$ cat src/rtl/dabd_pkg.sv
// shared types, constants and action codes for the detection argmax / box decode block
// no dependencies; imported by every module of the block
package dabd_pkg;

    localparam int NUM_CLASSES = 80;
    localparam int CLASS_W     = 7;
    localparam int SCORE_W     = 16;
    localparam int COORD_W     = 16;
    localparam int NET_W       = 12;
    localparam int CNT_W       = $clog2(NUM_CLASSES + 1);
    localparam int FIFO_DEPTH  = 4;
    localparam int FIFO_AW     = $clog2(FIFO_DEPTH);
    localparam int DATA_W      = 88;
    localparam int USER_W      = 2;
    localparam int ADDR_W      = 3;
    localparam int APB_W       = 32;

    localparam logic [NET_W-1:0] NET_RESET = NET_W'(640);

    localparam logic [USER_W-1:0] ACT_SCORE = 2'd0;
    localparam logic [USER_W-1:0] ACT_BOX   = 2'd1;
    localparam logic [USER_W-1:0] ACT_LOAD  = 2'd2;

    localparam logic REG_NET_WIDTH  = 1'b0;
    localparam logic REG_NET_HEIGHT = 1'b1;

    typedef struct packed {
        logic [USER_W-1:0]  action;
        logic [SCORE_W-1:0] score;
        logic [CLASS_W-1:0] class_index;
        logic [COORD_W-1:0] center_x;
        logic [COORD_W-1:0] center_y;
        logic [COORD_W-1:0] raw_width;
        logic [COORD_W-1:0] raw_height;
    } dabd_item_t;

    typedef struct packed {
        logic [CLASS_W-1:0] class_id;
        logic [SCORE_W-1:0] confidence;
        logic [COORD_W-1:0] center_x;
        logic [COORD_W-1:0] center_y;
        logic [COORD_W-1:0] raw_width;
        logic [COORD_W-1:0] raw_height;
    } dabd_job_t;

    typedef struct packed {
        logic [CLASS_W-1:0] class_id;
        logic [SCORE_W-1:0] confidence;
        logic [COORD_W-1:0] left;
        logic [COORD_W-1:0] top;
        logic [COORD_W-1:0] box_width;
        logic [COORD_W-1:0] box_height;
    } dabd_result_t;

    typedef struct packed {
        logic [NET_W-1:0] net_width;
        logic [NET_W-1:0] net_height;
    } dabd_cfg_t;

    typedef struct packed {
        logic full;
        logic empty;
    } dabd_fifo_status_t;

endpackage

$ cat src/rtl/detection_argmax_box_decode.sv
// top level of the detection argmax / box decode block: stream ports, apb registers
// depends on dabd_pkg, dabd_front, dabd_fifo and dabd_back
//
// channel   | dir | handshake              | payload
// ----------+-----+------------------------+-------------------------------------------
// s_axis    | in  | s_tvalid / s_tready    | s_tuser action, s_tdata score..raw_height
// m_axis    | out | m_tvalid / m_tready    | m_tdata class_id..box_height
// apb       | in  | psel, penable, pready  | paddr, pwdata, prdata (net_width, net_height)
//
// one item per cycle while s_tready is high; a passing box is queued, then registered
// s_tready drops only when the four-entry job queue is full, i.e. after m_tready stalls
// the threshold table (80 entries) reads zero after reset through per-entry valid bits
// reset leaves argmax cleared, queue empty, net size 640 x 640
module detection_argmax_box_decode
(
    input  logic                            clk,
    input  logic                            rst_n,
    input  logic                            s_tvalid,
    output logic                            s_tready,
    // score[15:0], class_index[22:16], center_x[38:23], center_y[54:39],
    // raw_width[70:55], raw_height[86:71], zero pad[87]
    input  logic [dabd_pkg::DATA_W-1:0]     s_tdata,
    // action[1:0]
    input  logic [dabd_pkg::USER_W-1:0]     s_tuser,
    output logic                            m_tvalid,
    input  logic                            m_tready,
    // class_id[6:0], confidence[22:7], left[38:23], top[54:39],
    // box_width[70:55], box_height[86:71], zero pad[87]
    output logic [dabd_pkg::DATA_W-1:0]     m_tdata,
    input  logic                            psel,
    input  logic                            penable,
    input  logic                            pwrite,
    input  logic [dabd_pkg::ADDR_W-1:0]     paddr,
    input  logic [dabd_pkg::APB_W-1:0]      pwdata,
    output logic [dabd_pkg::APB_W-1:0]      prdata,
    output logic                            pready
);
    import dabd_pkg::*;

    dabd_cfg_t         cfg_reg, cfg_next;
    dabd_item_t        item;
    dabd_job_t         push_job;
    dabd_job_t         pop_job;
    dabd_fifo_status_t fifo_status;
    dabd_result_t      result;
    logic              push;
    logic              pop;
    logic              cfg_wr;

    assign item.action      = s_tuser;
    assign item.score       = s_tdata[15:0];
    assign item.class_index = s_tdata[22:16];
    assign item.center_x    = s_tdata[38:23];
    assign item.center_y    = s_tdata[54:39];
    assign item.raw_width   = s_tdata[70:55];
    assign item.raw_height  = s_tdata[86:71];

    assign m_tdata = {1'b0, result.box_height, result.box_width, result.top, result.left,
                      result.confidence, result.class_id};

    // apb register file
    assign pready = 1'b1;
    assign cfg_wr = psel && penable && pwrite && pready;

    always_comb
    begin
        cfg_next = cfg_reg;
        if (cfg_wr)
        begin
            case (paddr[2])
                REG_NET_WIDTH:  cfg_next.net_width  = pwdata[NET_W-1:0];
                REG_NET_HEIGHT: cfg_next.net_height = pwdata[NET_W-1:0];
                default:        cfg_next = cfg_reg;
            endcase
        end
    end

    always_comb
    begin
        case (paddr[2])
            REG_NET_WIDTH:  prdata = APB_W'(cfg_reg.net_width);
            REG_NET_HEIGHT: prdata = APB_W'(cfg_reg.net_height);
            default:        prdata = '0;
        endcase
    end

    always_ff @(posedge clk or negedge rst_n)
    begin
        if (!rst_n)
        begin
            cfg_reg.net_width  <= NET_RESET;
            cfg_reg.net_height <= NET_RESET;
        end
        else
        begin
            cfg_reg <= cfg_next;
        end
    end

    dabd_front u_front
    (
        .clk         (clk),
        .rst_n       (rst_n),
        .in_valid    (s_tvalid),
        .in_ready    (s_tready),
        .item        (item),
        .fifo_status (fifo_status),
        .push        (push),
        .push_job    (push_job)
    );

    dabd_fifo u_fifo
    (
        .clk      (clk),
        .rst_n    (rst_n),
        .push     (push),
        .push_job (push_job),
        .pop      (pop),
        .pop_job  (pop_job),
        .status   (fifo_status)
    );

    dabd_back u_back
    (
        .clk         (clk),
        .rst_n       (rst_n),
        .cfg         (cfg_reg),
        .job         (pop_job),
        .fifo_status (fifo_status),
        .pop         (pop),
        .out_valid   (m_tvalid),
        .out_ready   (m_tready),
        .result      (result)
    );

`ifndef SYNTH
    // a job is only offered to a queue that has room
    assert property (@(posedge clk) disable iff (!rst_n) push |-> !fifo_status.full)
        else $error("job pushed into a full queue");

    // a result always carries a nonzero best score
    assert property (@(posedge clk) disable iff (!rst_n) m_tvalid |-> (result.confidence != '0))
        else $error("result with zero confidence");

    // reported class stays within the class count
    assert property (@(posedge clk) disable iff (!rst_n)
        m_tvalid |-> (result.class_id < CLASS_W'(NUM_CLASSES)))
        else $error("result class out of range");

    // a queued job moves to the output in the next cycle when the output is free
    assert property (@(posedge clk) disable iff (!rst_n)
        (!fifo_status.empty && !m_tvalid) |=> m_tvalid)
        else $error("queued job not delivered to a free output");
`endif

endmodule

$ cat src/rtl/dabd_front.sv
// front end: accepts items, keeps the running argmax and the per-class threshold table
// depends on dabd_pkg; pushes passing anchors into dabd_fifo
module dabd_front
(
    input  logic                          clk,
    input  logic                          rst_n,
    input  logic                          in_valid,
    output logic                          in_ready,
    input  dabd_pkg::dabd_item_t          item,
    input  dabd_pkg::dabd_fifo_status_t   fifo_status,
    output logic                          push,
    output dabd_pkg::dabd_job_t           push_job
);
    import dabd_pkg::*;

    logic [SCORE_W-1:0]     best_score_reg, best_score_next;
    logic [CLASS_W-1:0]     best_class_reg, best_class_next;
    logic                   have_best_reg, have_best_next;
    logic [CNT_W-1:0]       count_reg, count_next;

    logic [SCORE_W-1:0]     thr_mem [NUM_CLASSES];
    logic [NUM_CLASSES-1:0] thr_valid_reg;
    logic [SCORE_W-1:0]     thr_rd_reg;
    logic                   thr_hit_reg;
    logic                   wr_en;
    logic                   accept;
    logic [SCORE_W-1:0]     threshold;

    assign in_ready  = !fifo_status.full;
    assign accept    = in_valid && in_ready;
    // entries never loaded read as zero
    assign threshold = thr_hit_reg ? thr_rd_reg : '0;

    always_comb
    begin
        best_score_next = best_score_reg;
        best_class_next = best_class_reg;
        have_best_next  = have_best_reg;
        count_next      = count_reg;
        wr_en           = 1'b0;
        push            = 1'b0;
        push_job.class_id   = best_class_reg;
        push_job.confidence = best_score_reg;
        push_job.center_x   = item.center_x;
        push_job.center_y   = item.center_y;
        push_job.raw_width  = item.raw_width;
        push_job.raw_height = item.raw_height;
        if (accept)
        begin
            case (item.action)
                ACT_SCORE:
                begin
                    if (count_reg < CNT_W'(NUM_CLASSES))
                    begin
                        if (item.score > best_score_reg)
                        begin
                            best_score_next = item.score;
                            best_class_next = CLASS_W'(count_reg);
                            have_best_next  = 1'b1;
                        end
                        count_next = count_reg + CNT_W'(1);
                    end
                end
                ACT_BOX:
                begin
                    push            = have_best_reg && (best_score_reg >= threshold);
                    best_score_next = '0;
                    best_class_next = '0;
                    have_best_next  = 1'b0;
                    count_next      = '0;
                end
                ACT_LOAD:
                begin
                    wr_en = (item.class_index < CLASS_W'(NUM_CLASSES));
                end
                default:
                begin
                end
            endcase
        end
    end

    always_ff @(posedge clk or negedge rst_n)
    begin
        if (!rst_n)
        begin
            best_score_reg <= '0;
            best_class_reg <= '0;
            have_best_reg  <= 1'b0;
            count_reg      <= '0;
            thr_valid_reg  <= '0;
            thr_hit_reg    <= 1'b0;
        end
        else
        begin
            best_score_reg <= best_score_next;
            best_class_reg <= best_class_next;
            have_best_reg  <= have_best_next;
            count_reg      <= count_next;
            if (wr_en)
            begin
                thr_valid_reg[item.class_index] <= 1'b1;
            end
            // read ahead at the class the argmax will hold next cycle, write-through on a hit
            thr_hit_reg <= (wr_en && (item.class_index == best_class_next))
                        || thr_valid_reg[best_class_next];
        end
    end

    always_ff @(posedge clk)
    begin
        if (wr_en)
        begin
            thr_mem[item.class_index] <= item.score;
        end
        if (wr_en && (item.class_index == best_class_next))
        begin
            thr_rd_reg <= item.score;
        end
        else
        begin
            thr_rd_reg <= thr_mem[best_class_next];
        end
    end

endmodule

$ cat src/rtl/dabd_fifo.sv
// short job queue between the argmax front end and the box back end
// depends on dabd_pkg for the job type and depth
module dabd_fifo
(
    input  logic                          clk,
    input  logic                          rst_n,
    input  logic                          push,
    input  dabd_pkg::dabd_job_t           push_job,
    input  logic                          pop,
    output dabd_pkg::dabd_job_t           pop_job,
    output dabd_pkg::dabd_fifo_status_t   status
);
    import dabd_pkg::*;

    dabd_job_t          slot_reg [FIFO_DEPTH];
    logic [FIFO_AW-1:0] wptr_reg, wptr_next;
    logic [FIFO_AW-1:0] rptr_reg, rptr_next;
    logic [FIFO_AW:0]   count_reg, count_next;
    logic               do_push;
    logic               do_pop;

    assign status.full  = (count_reg == (FIFO_AW+1)'(FIFO_DEPTH));
    assign status.empty = (count_reg == '0);
    assign do_push      = push && !status.full;
    assign do_pop       = pop && !status.empty;
    assign pop_job      = slot_reg[rptr_reg];

    always_comb
    begin
        wptr_next  = do_push ? wptr_reg + FIFO_AW'(1) : wptr_reg;
        rptr_next  = do_pop  ? rptr_reg + FIFO_AW'(1) : rptr_reg;
        count_next = count_reg;
        if (do_push && !do_pop)
        begin
            count_next = count_reg + (FIFO_AW+1)'(1);
        end
        else if (do_pop && !do_push)
        begin
            count_next = count_reg - (FIFO_AW+1)'(1);
        end
    end

    always_ff @(posedge clk or negedge rst_n)
    begin
        if (!rst_n)
        begin
            wptr_reg  <= '0;
            rptr_reg  <= '0;
            count_reg <= '0;
        end
        else
        begin
            wptr_reg  <= wptr_next;
            rptr_reg  <= rptr_next;
            count_reg <= count_next;
        end
    end

    always_ff @(posedge clk)
    begin
        if (do_push)
        begin
            slot_reg[wptr_reg] <= push_job;
        end
    end

endmodule

$ cat src/rtl/dabd_back.sv
// back end: turns a queued anchor into a clamped box and holds it in the output register
// depends on dabd_pkg; pops from dabd_fifo
module dabd_back
(
    input  logic                          clk,
    input  logic                          rst_n,
    input  dabd_pkg::dabd_cfg_t           cfg,
    input  dabd_pkg::dabd_job_t           job,
    input  dabd_pkg::dabd_fifo_status_t   fifo_status,
    output logic                          pop,
    output logic                          out_valid,
    input  logic                          out_ready,
    output dabd_pkg::dabd_result_t        result
);
    import dabd_pkg::*;

    localparam int EW = COORD_W + 1;

    logic         out_valid_reg, out_valid_next;
    dabd_result_t result_reg, result_next;

    // edges in Q12.5: 2*center -/+ size, near edge floored at 0, far edge clamped to the limit
    function automatic logic [2*COORD_W-1:0] axis_calc(
        input logic [COORD_W-1:0] c,
        input logic [COORD_W-1:0] s,
        input logic [NET_W-1:0]   limit
    );
        logic [EW-1:0] c2;
        logic [EW-1:0] lo;
        logic [EW:0]   hi;
        logic [EW-1:0] lim;
        logic [EW-1:0] hi_c;
        logic [EW-1:0] ext;
        c2   = {c, 1'b0};
        lim  = {limit, 5'b0};
        lo   = (c2 > EW'(s)) ? c2 - EW'(s) : '0;
        hi   = {1'b0, c2} + (EW+1)'(s);
        hi_c = (hi > {1'b0, lim}) ? lim : hi[EW-1:0];
        ext  = (hi_c > lo) ? hi_c - lo : '0;
        return {lo[EW-1:1], ext[EW-1:1]};
    endfunction

    assign pop       = !fifo_status.empty && (!out_valid_reg || out_ready);
    assign out_valid = out_valid_reg;
    assign result    = result_reg;

    always_comb
    begin
        result_next    = result_reg;
        out_valid_next = out_valid_reg;
        if (pop)
        begin
            out_valid_next         = 1'b1;
            result_next.class_id   = job.class_id;
            result_next.confidence = job.confidence;
            {result_next.left, result_next.box_width} =
                axis_calc(job.center_x, job.raw_width, cfg.net_width);
            {result_next.top, result_next.box_height} =
                axis_calc(job.center_y, job.raw_height, cfg.net_height);
        end
        else if (out_ready)
        begin
            out_valid_next = 1'b0;
        end
    end

    always_ff @(posedge clk or negedge rst_n)
    begin
        if (!rst_n)
        begin
            out_valid_reg <= 1'b0;
        end
        else
        begin
            out_valid_reg <= out_valid_next;
        end
    end

    always_ff @(posedge clk)
    begin
        result_reg <= result_next;
    end

endmodule

$ cat config.mk
export PLATFORM = sky130hd
export DESIGN_NAME = detection_argmax_box_decode
export DESIGN_NICKNAME = d
export VERILOG_FILES = /design/src/rtl/dabd_pkg.sv /design/src/rtl/detection_argmax_box_decode.sv /design/src/rtl/dabd_front.sv /design/src/rtl/dabd_fifo.sv /design/src/rtl/dabd_back.sv
export SDC_FILE = /design/constraint.sdc
export NUM_CORES = 2
export LEC_CHECK = 0
export ABC_CLOCK_PERIOD_IN_PS = 11100
export BUFFER_PORTS_ARGS = -buffer_cell sky130_fd_sc_hd__buf_2
export CAP_MARGIN = 20
export CORE_MARGIN = 1
export CORE_UTILIZATION = 62
export CTS_BUF_LIST = sky130_fd_sc_hd__clkbuf_4 sky130_fd_sc_hd__clkbuf_8 sky130_fd_sc_hd__clkbuf_16
export DETAILED_ROUTE_END_ITERATION = 6
export GPL_TIMING_DRIVEN = 0
export PLACE_DENSITY = 0.9
export SYNTH_ARGS = -nofsm -noshare
export SYNTH_HDL_FRONTEND = slang
export SYNTH_SLANG_ARGS = --single-unit
export TNS_END_PERCENT = 20
$ cat constraint.sdc
create_clock -name clk -period 11.1 [get_ports clk]
set_input_delay 0.555 -clock clk [delete_from_list [all_inputs] [get_ports clk]]
set_output_delay 0.555 -clock clk [all_outputs]
set_load 0.005 [all_outputs]
==> metrics.txt <==
# TYPE chip_impl_metric gauge
chip_impl_info{name="outcome",value="finished with violations"} 1
chip_impl_info{name="violations_in_the_final_reports",value="design-rule violations"} 1
chip_impl_metric{name="post_dp_cell_area",unit="µm²"} 81740
chip_impl_metric{name="grt.overflow.total",unit=""} 0
chip_impl_metric{name="io_buffers",unit=""} 205
chip_impl_metric{name="clock_skew",unit="ps"} 40.23
chip_impl_metric{name="power_switching_share",unit="%"} 36.96
chip_impl_metric{name="finalMaxSlewViolations",unit=""} 0
chip_impl_metric{name="ratio_of_total_power_to_cell_area",unit="nW/µm²"} 300.7
chip_impl_metric{name="cts_setup_buffers",unit=""} 0
chip_impl_info{name="grt_setup_unrepaired",value="no"} 1
chip_impl_info{name="synth-main-ff-cell",value="edfxtp_1"} 1
chip_impl_metric{name="largest_register_ffs",unit=""} 1280
chip_impl_metric{name="wirelength",unit="mm"} 226.9
chip_impl_metric{name="ant_nets",unit=""} 0
chip_impl_metric{name="hold_slack",unit="ps"} 212.8
chip_impl_metric{name="relSlewSlack",unit="%"} 14.65
chip_impl_metric{name="cp_num_buf_inv",unit=""} 6
chip_impl_metric{name="floorplan.rows",unit=""} 128
chip_impl_metric{name="setup_tns",unit="ps"} 0
chip_impl_metric{name="grt_pass1_wl",unit="mm"} 320.5
chip_impl_metric{name="die-height",unit="µm"} 354.1
chip_impl_metric{name="detailed_place_hpwl",unit="mm"} 136.2
chip_impl_metric{name="comb_power_share",unit="%"} 44.2
chip_impl_metric{name="routabilityCongestion",unit=""} 0.9814
chip_impl_metric{name="max-vdd-ir-drop",unit="V"} 0.0005439
chip_impl_metric{name="ys_warn_count",unit=""} 0
chip_impl_metric{name="syn-mean-instance-area",unit="µm²"} 19.78
chip_impl_metric{name="report.power.total",unit="W"} 0.02668
chip_impl_metric{name="worstMarginPinSlew",unit="ps"} 1280
chip_impl_metric{name="die_w",unit="µm"} 354.1
chip_impl_metric{name="worst_path_largest_cell_delay",unit="ps"} 760
chip_impl_info{name="hp-class",value="in2reg"} 1
chip_impl_metric{name="number_of_top_level_design_ports",unit=""} 255
chip_impl_metric{name="worst_ep_arrival_time",unit="ps"} 10880
chip_impl_metric{name="clock_power_share",unit="%"} 23.9
chip_impl_metric{name="postSynthCellCount",unit=""} 3886
chip_impl_metric{name="synth-seq-cells",unit=""} 1866
chip_impl_metric{name="synth_sequential_area_ratio",unit="%"} 71.86
chip_impl_metric{name="final_layout_size_suffix_gt1_share",unit="%"} 31.33
chip_impl_metric{name="setup_viol",unit=""} 0
chip_impl_metric{name="cts.path.max_buffers",unit=""} 3
chip_impl_metric{name="critPathRequiredTime",unit="ps"} 11680
chip_impl_metric{name="wire_length_per_cell_after_detailed_routing",unit="µm"} 36.21
chip_impl_metric{name="synthToLayoutAreaGrowth",unit="%"} 15.41
chip_impl_metric{name="final_core_utilization",unit="%"} 72.52
chip_impl_metric{name="drt_drc_violations_left",unit=""} 137
chip_impl_metric{name="internal_power",unit="W"} 0.01682
chip_impl_metric{name="power.net_switching",unit="W"} 0.009862
chip_impl_metric{name="maxClockFrequency",unit="MHz"} 97.08
chip_impl_metric{name="die_area",unit="µm²"} 125400
chip_impl_metric{name="nets",unit=""} 4761
chip_impl_metric{name="grt_antenna_before_repair",unit=""} 37
chip_impl_metric{name="clk_pin_slew",unit="ps"} 60
chip_impl_metric{name="avgViaCountPerCell",unit=""} 7.069
chip_impl_metric{name="summed_area_of_non_filler_cells_in_the_final_layout",unit="µm²"} 88730
chip_impl_metric{name="synth_area",unit="µm²"} 76880
chip_impl_metric{name="number_of_endpoints_with_negative_hold_slack_in_the_final_report",unit=""} 0
chip_impl_info{name="timing.critical_path.from_type",value="register"} 1
chip_impl_info{name="worst_setup_path_end_kind",value="register"} 1
chip_impl_metric{name="drtPass1Iterations",unit=""} 7
chip_impl_metric{name="period_needed",unit="ps"} 10300
chip_impl_metric{name="placeableCoreArea",unit="µm²"} 122400
chip_impl_metric{name="via_count_of_the_first_global_routing_pass",unit=""} 44770
chip_impl_info{name="timing.critical_path.slowest_stage_cell",value="clkbuf_1"} 1
chip_impl_metric{name="via_count",unit=""} 44290
chip_impl_metric{name="track_usage",unit="%"} 36.48
chip_impl_info{name="cts_tree",value="built"} 1
chip_impl_metric{name="h_tree_level_count",unit=""} 4
chip_impl_metric{name="post_route_fraction_of_the_period_consumed_by_the_critical_path",unit="%"} 92.80
chip_impl_info{name="path_delay_family",value="compound AO/OA/AOI/OAI gates"} 1
chip_impl_metric{name="leakage",unit="nW"} 30.34
chip_impl_metric{name="power_frac_seq",unit="%"} 32.0
chip_impl_metric{name="synth-edff-count",unit=""} 1715
chip_impl_metric{name="grt_start_max_net_pins",unit=""} 98
chip_impl_metric{name="cts_buffers",unit=""} 177
chip_impl_metric{name="initial_core_util",unit="%"} 62.83
chip_impl_metric{name="dr.first_iter.drc_count",unit=""} 6804
chip_impl_metric{name="clock_insertion_delay_worst_skew",unit="ps"} 850
chip_impl_metric{name="maxCapViolCount",unit=""} 0
chip_impl_metric{name="cts.sink_count",unit=""} 1866
chip_impl_metric{name="worst-path-max-fanout",unit=""} 10
chip_impl_metric{name="synth_cell_type_count",unit=""} 78
chip_impl_info{name="clockRootBuffer",value="clkbuf_16"} 1
chip_impl_metric{name="share_of_flip_flops_with_an_asynchronous_set_or_reset_after_synthesis",unit="%"} 7.717
chip_impl_info{name="setup.worst_path.class",value="reg2reg"} 1
==> cell usage in the layout (no fill, tap or decap), drive strengths merged, types with 59 or more instances in the layout <==
| cell | instances |
|---|---|
| mux2 | 68 |
| xnor2 | 72 |
| dlygate4sd3 | 78 |
| dfrtp | 140 |
| edfxtp | 1715 |
| clkinv | 59 |
| inv | 141 |
| nor2 | 166 |
| buf | 393 |
| or2 | 82 |
| mux4 | 511 |
| clkbuf | 335 |
| a21oi | 76 |
| nand2 | 105 |
| ha | 160 |
==> area by class of cell <==
cell class	count	area (µm²)
clock inverters	92	1018
multi-input cells	1720	20550
repair buffers	377	3369
fillers	6471	33630
clock buffers	241	5075
plain buffers	188	875.8
well taps	1625	2033
diodes	24	60.06
inverters	132	495.5
flip-flops and latches	1866	55250
==> path summary, 6_finish.rpt <==
kind	start	to	slack [ps]	depth (start not counted)
max	u_fifo.rptr_reg[1]	u_back.result[26]	800	37
min	s_tuser[1]	u_front.count_reg[1]	210	3
max reg2reg	u_fifo.rptr_reg[1]	u_back.result[26]	800	37
min reg2reg	u_front.thr_valid_reg[16]	u_front.thr_valid_reg[16]	480	1
max in group asynchronous	rst_n	u_front.thr_valid_reg[34]	9830	3
min in group asynchronous	rst_n	cfg_reg[0]	280	2
==> power by group through the flow <==
stage               Sequential (W)  Combinational (W)  Clock (W)
floorplan                  0.00863            0.00810          0
global placement           0.00867             0.0109          0
detailed placement         0.00866             0.0112          0
CTS                        0.00853             0.0115    0.00634
global route               0.00855             0.0126    0.00660
finish                     0.00853             0.0118    0.00637
==> through the flow <==
step | worst slack [ps] | std cells
floorplan | 3029 | 3906
global placement | 912.9 | 5736
detailed placement | 851.3 | 5826
CTS | 816.6 | 6237
global route | 246.9 | 6248
finish | 799.6 | 6265
==> routing by layer <==
layer / wire length (µm) / global-route usage, % / vias to the layer above
li1: - / - / 16790
met1: 71260 / 42.48 / 22150
met2: 110900 / 59.85 / 4191
met3: 26690 / 10.51 / 1136
met4: 17810 / 23.16 / 26
met5: 222 / 0.2642 / -
==> repair_timing <==
action | in CTS | in global routing
endpoints found under the setup margin | 0 | 10
endpoints found under the hold margin | 321 | 0
resized for setup | 0 | 2
hold buffers | 78 | 0
==> kinds of logic (layout without fill, tap and decap cells) <==
family	Yosys count	after routing	share of synthesized area [%]
AO/OA/AOI/OAI	277	277	2.487
XOR/XNOR	95	95	1.082
adder cells (fa/ha/maj)	167	167	2.786
buffers and inverters	320	1030	1.782
flip-flops	1866	1866	71.86
multiplexers	620	620	16.50
other	2	46	0.009768
AND/OR/NAND/NOR	539	539	3.492
==> worst min-delay path: stages <==
cell,delay [ps]
buf_2,130
nor2b_1,100
o21ai_0,220
==> synthesized netlist by cell type (8+ instances only) <==
cell type  count  share of area [%]
a211oi_1      11               0.11
a21o_1        39               0.38
a21oi_1       72               0.47
a22o_1        17               0.19
and2_1        34               0.28
buf_1         23               0.11
buf_2         44               0.29
buf_4         26               0.25
clkbuf_1      92               0.45
dfrtp_1      140                4.6
edfxtp_1    1715                 67
ha_1         160                2.6
inv_1        131               0.64
mux2_1         8               0.12
mux2_2        60               0.88
mux2i_1       41               0.53
mux4_2       511                 15
nand2_1      105               0.51
nand2b_1      17               0.14
nand3_1       20               0.13
nand4_1       18               0.15
nor2_1       166               0.81
nor2b_1       19               0.15
nor3_1        34               0.22
o21ai_0       42               0.27
o21bai_1      21               0.21
or2_2         82               0.67
or3_1         10              0.081
xnor2_1       72               0.82
xor2_1        23               0.26
Power figures use the tool's default switching activity.
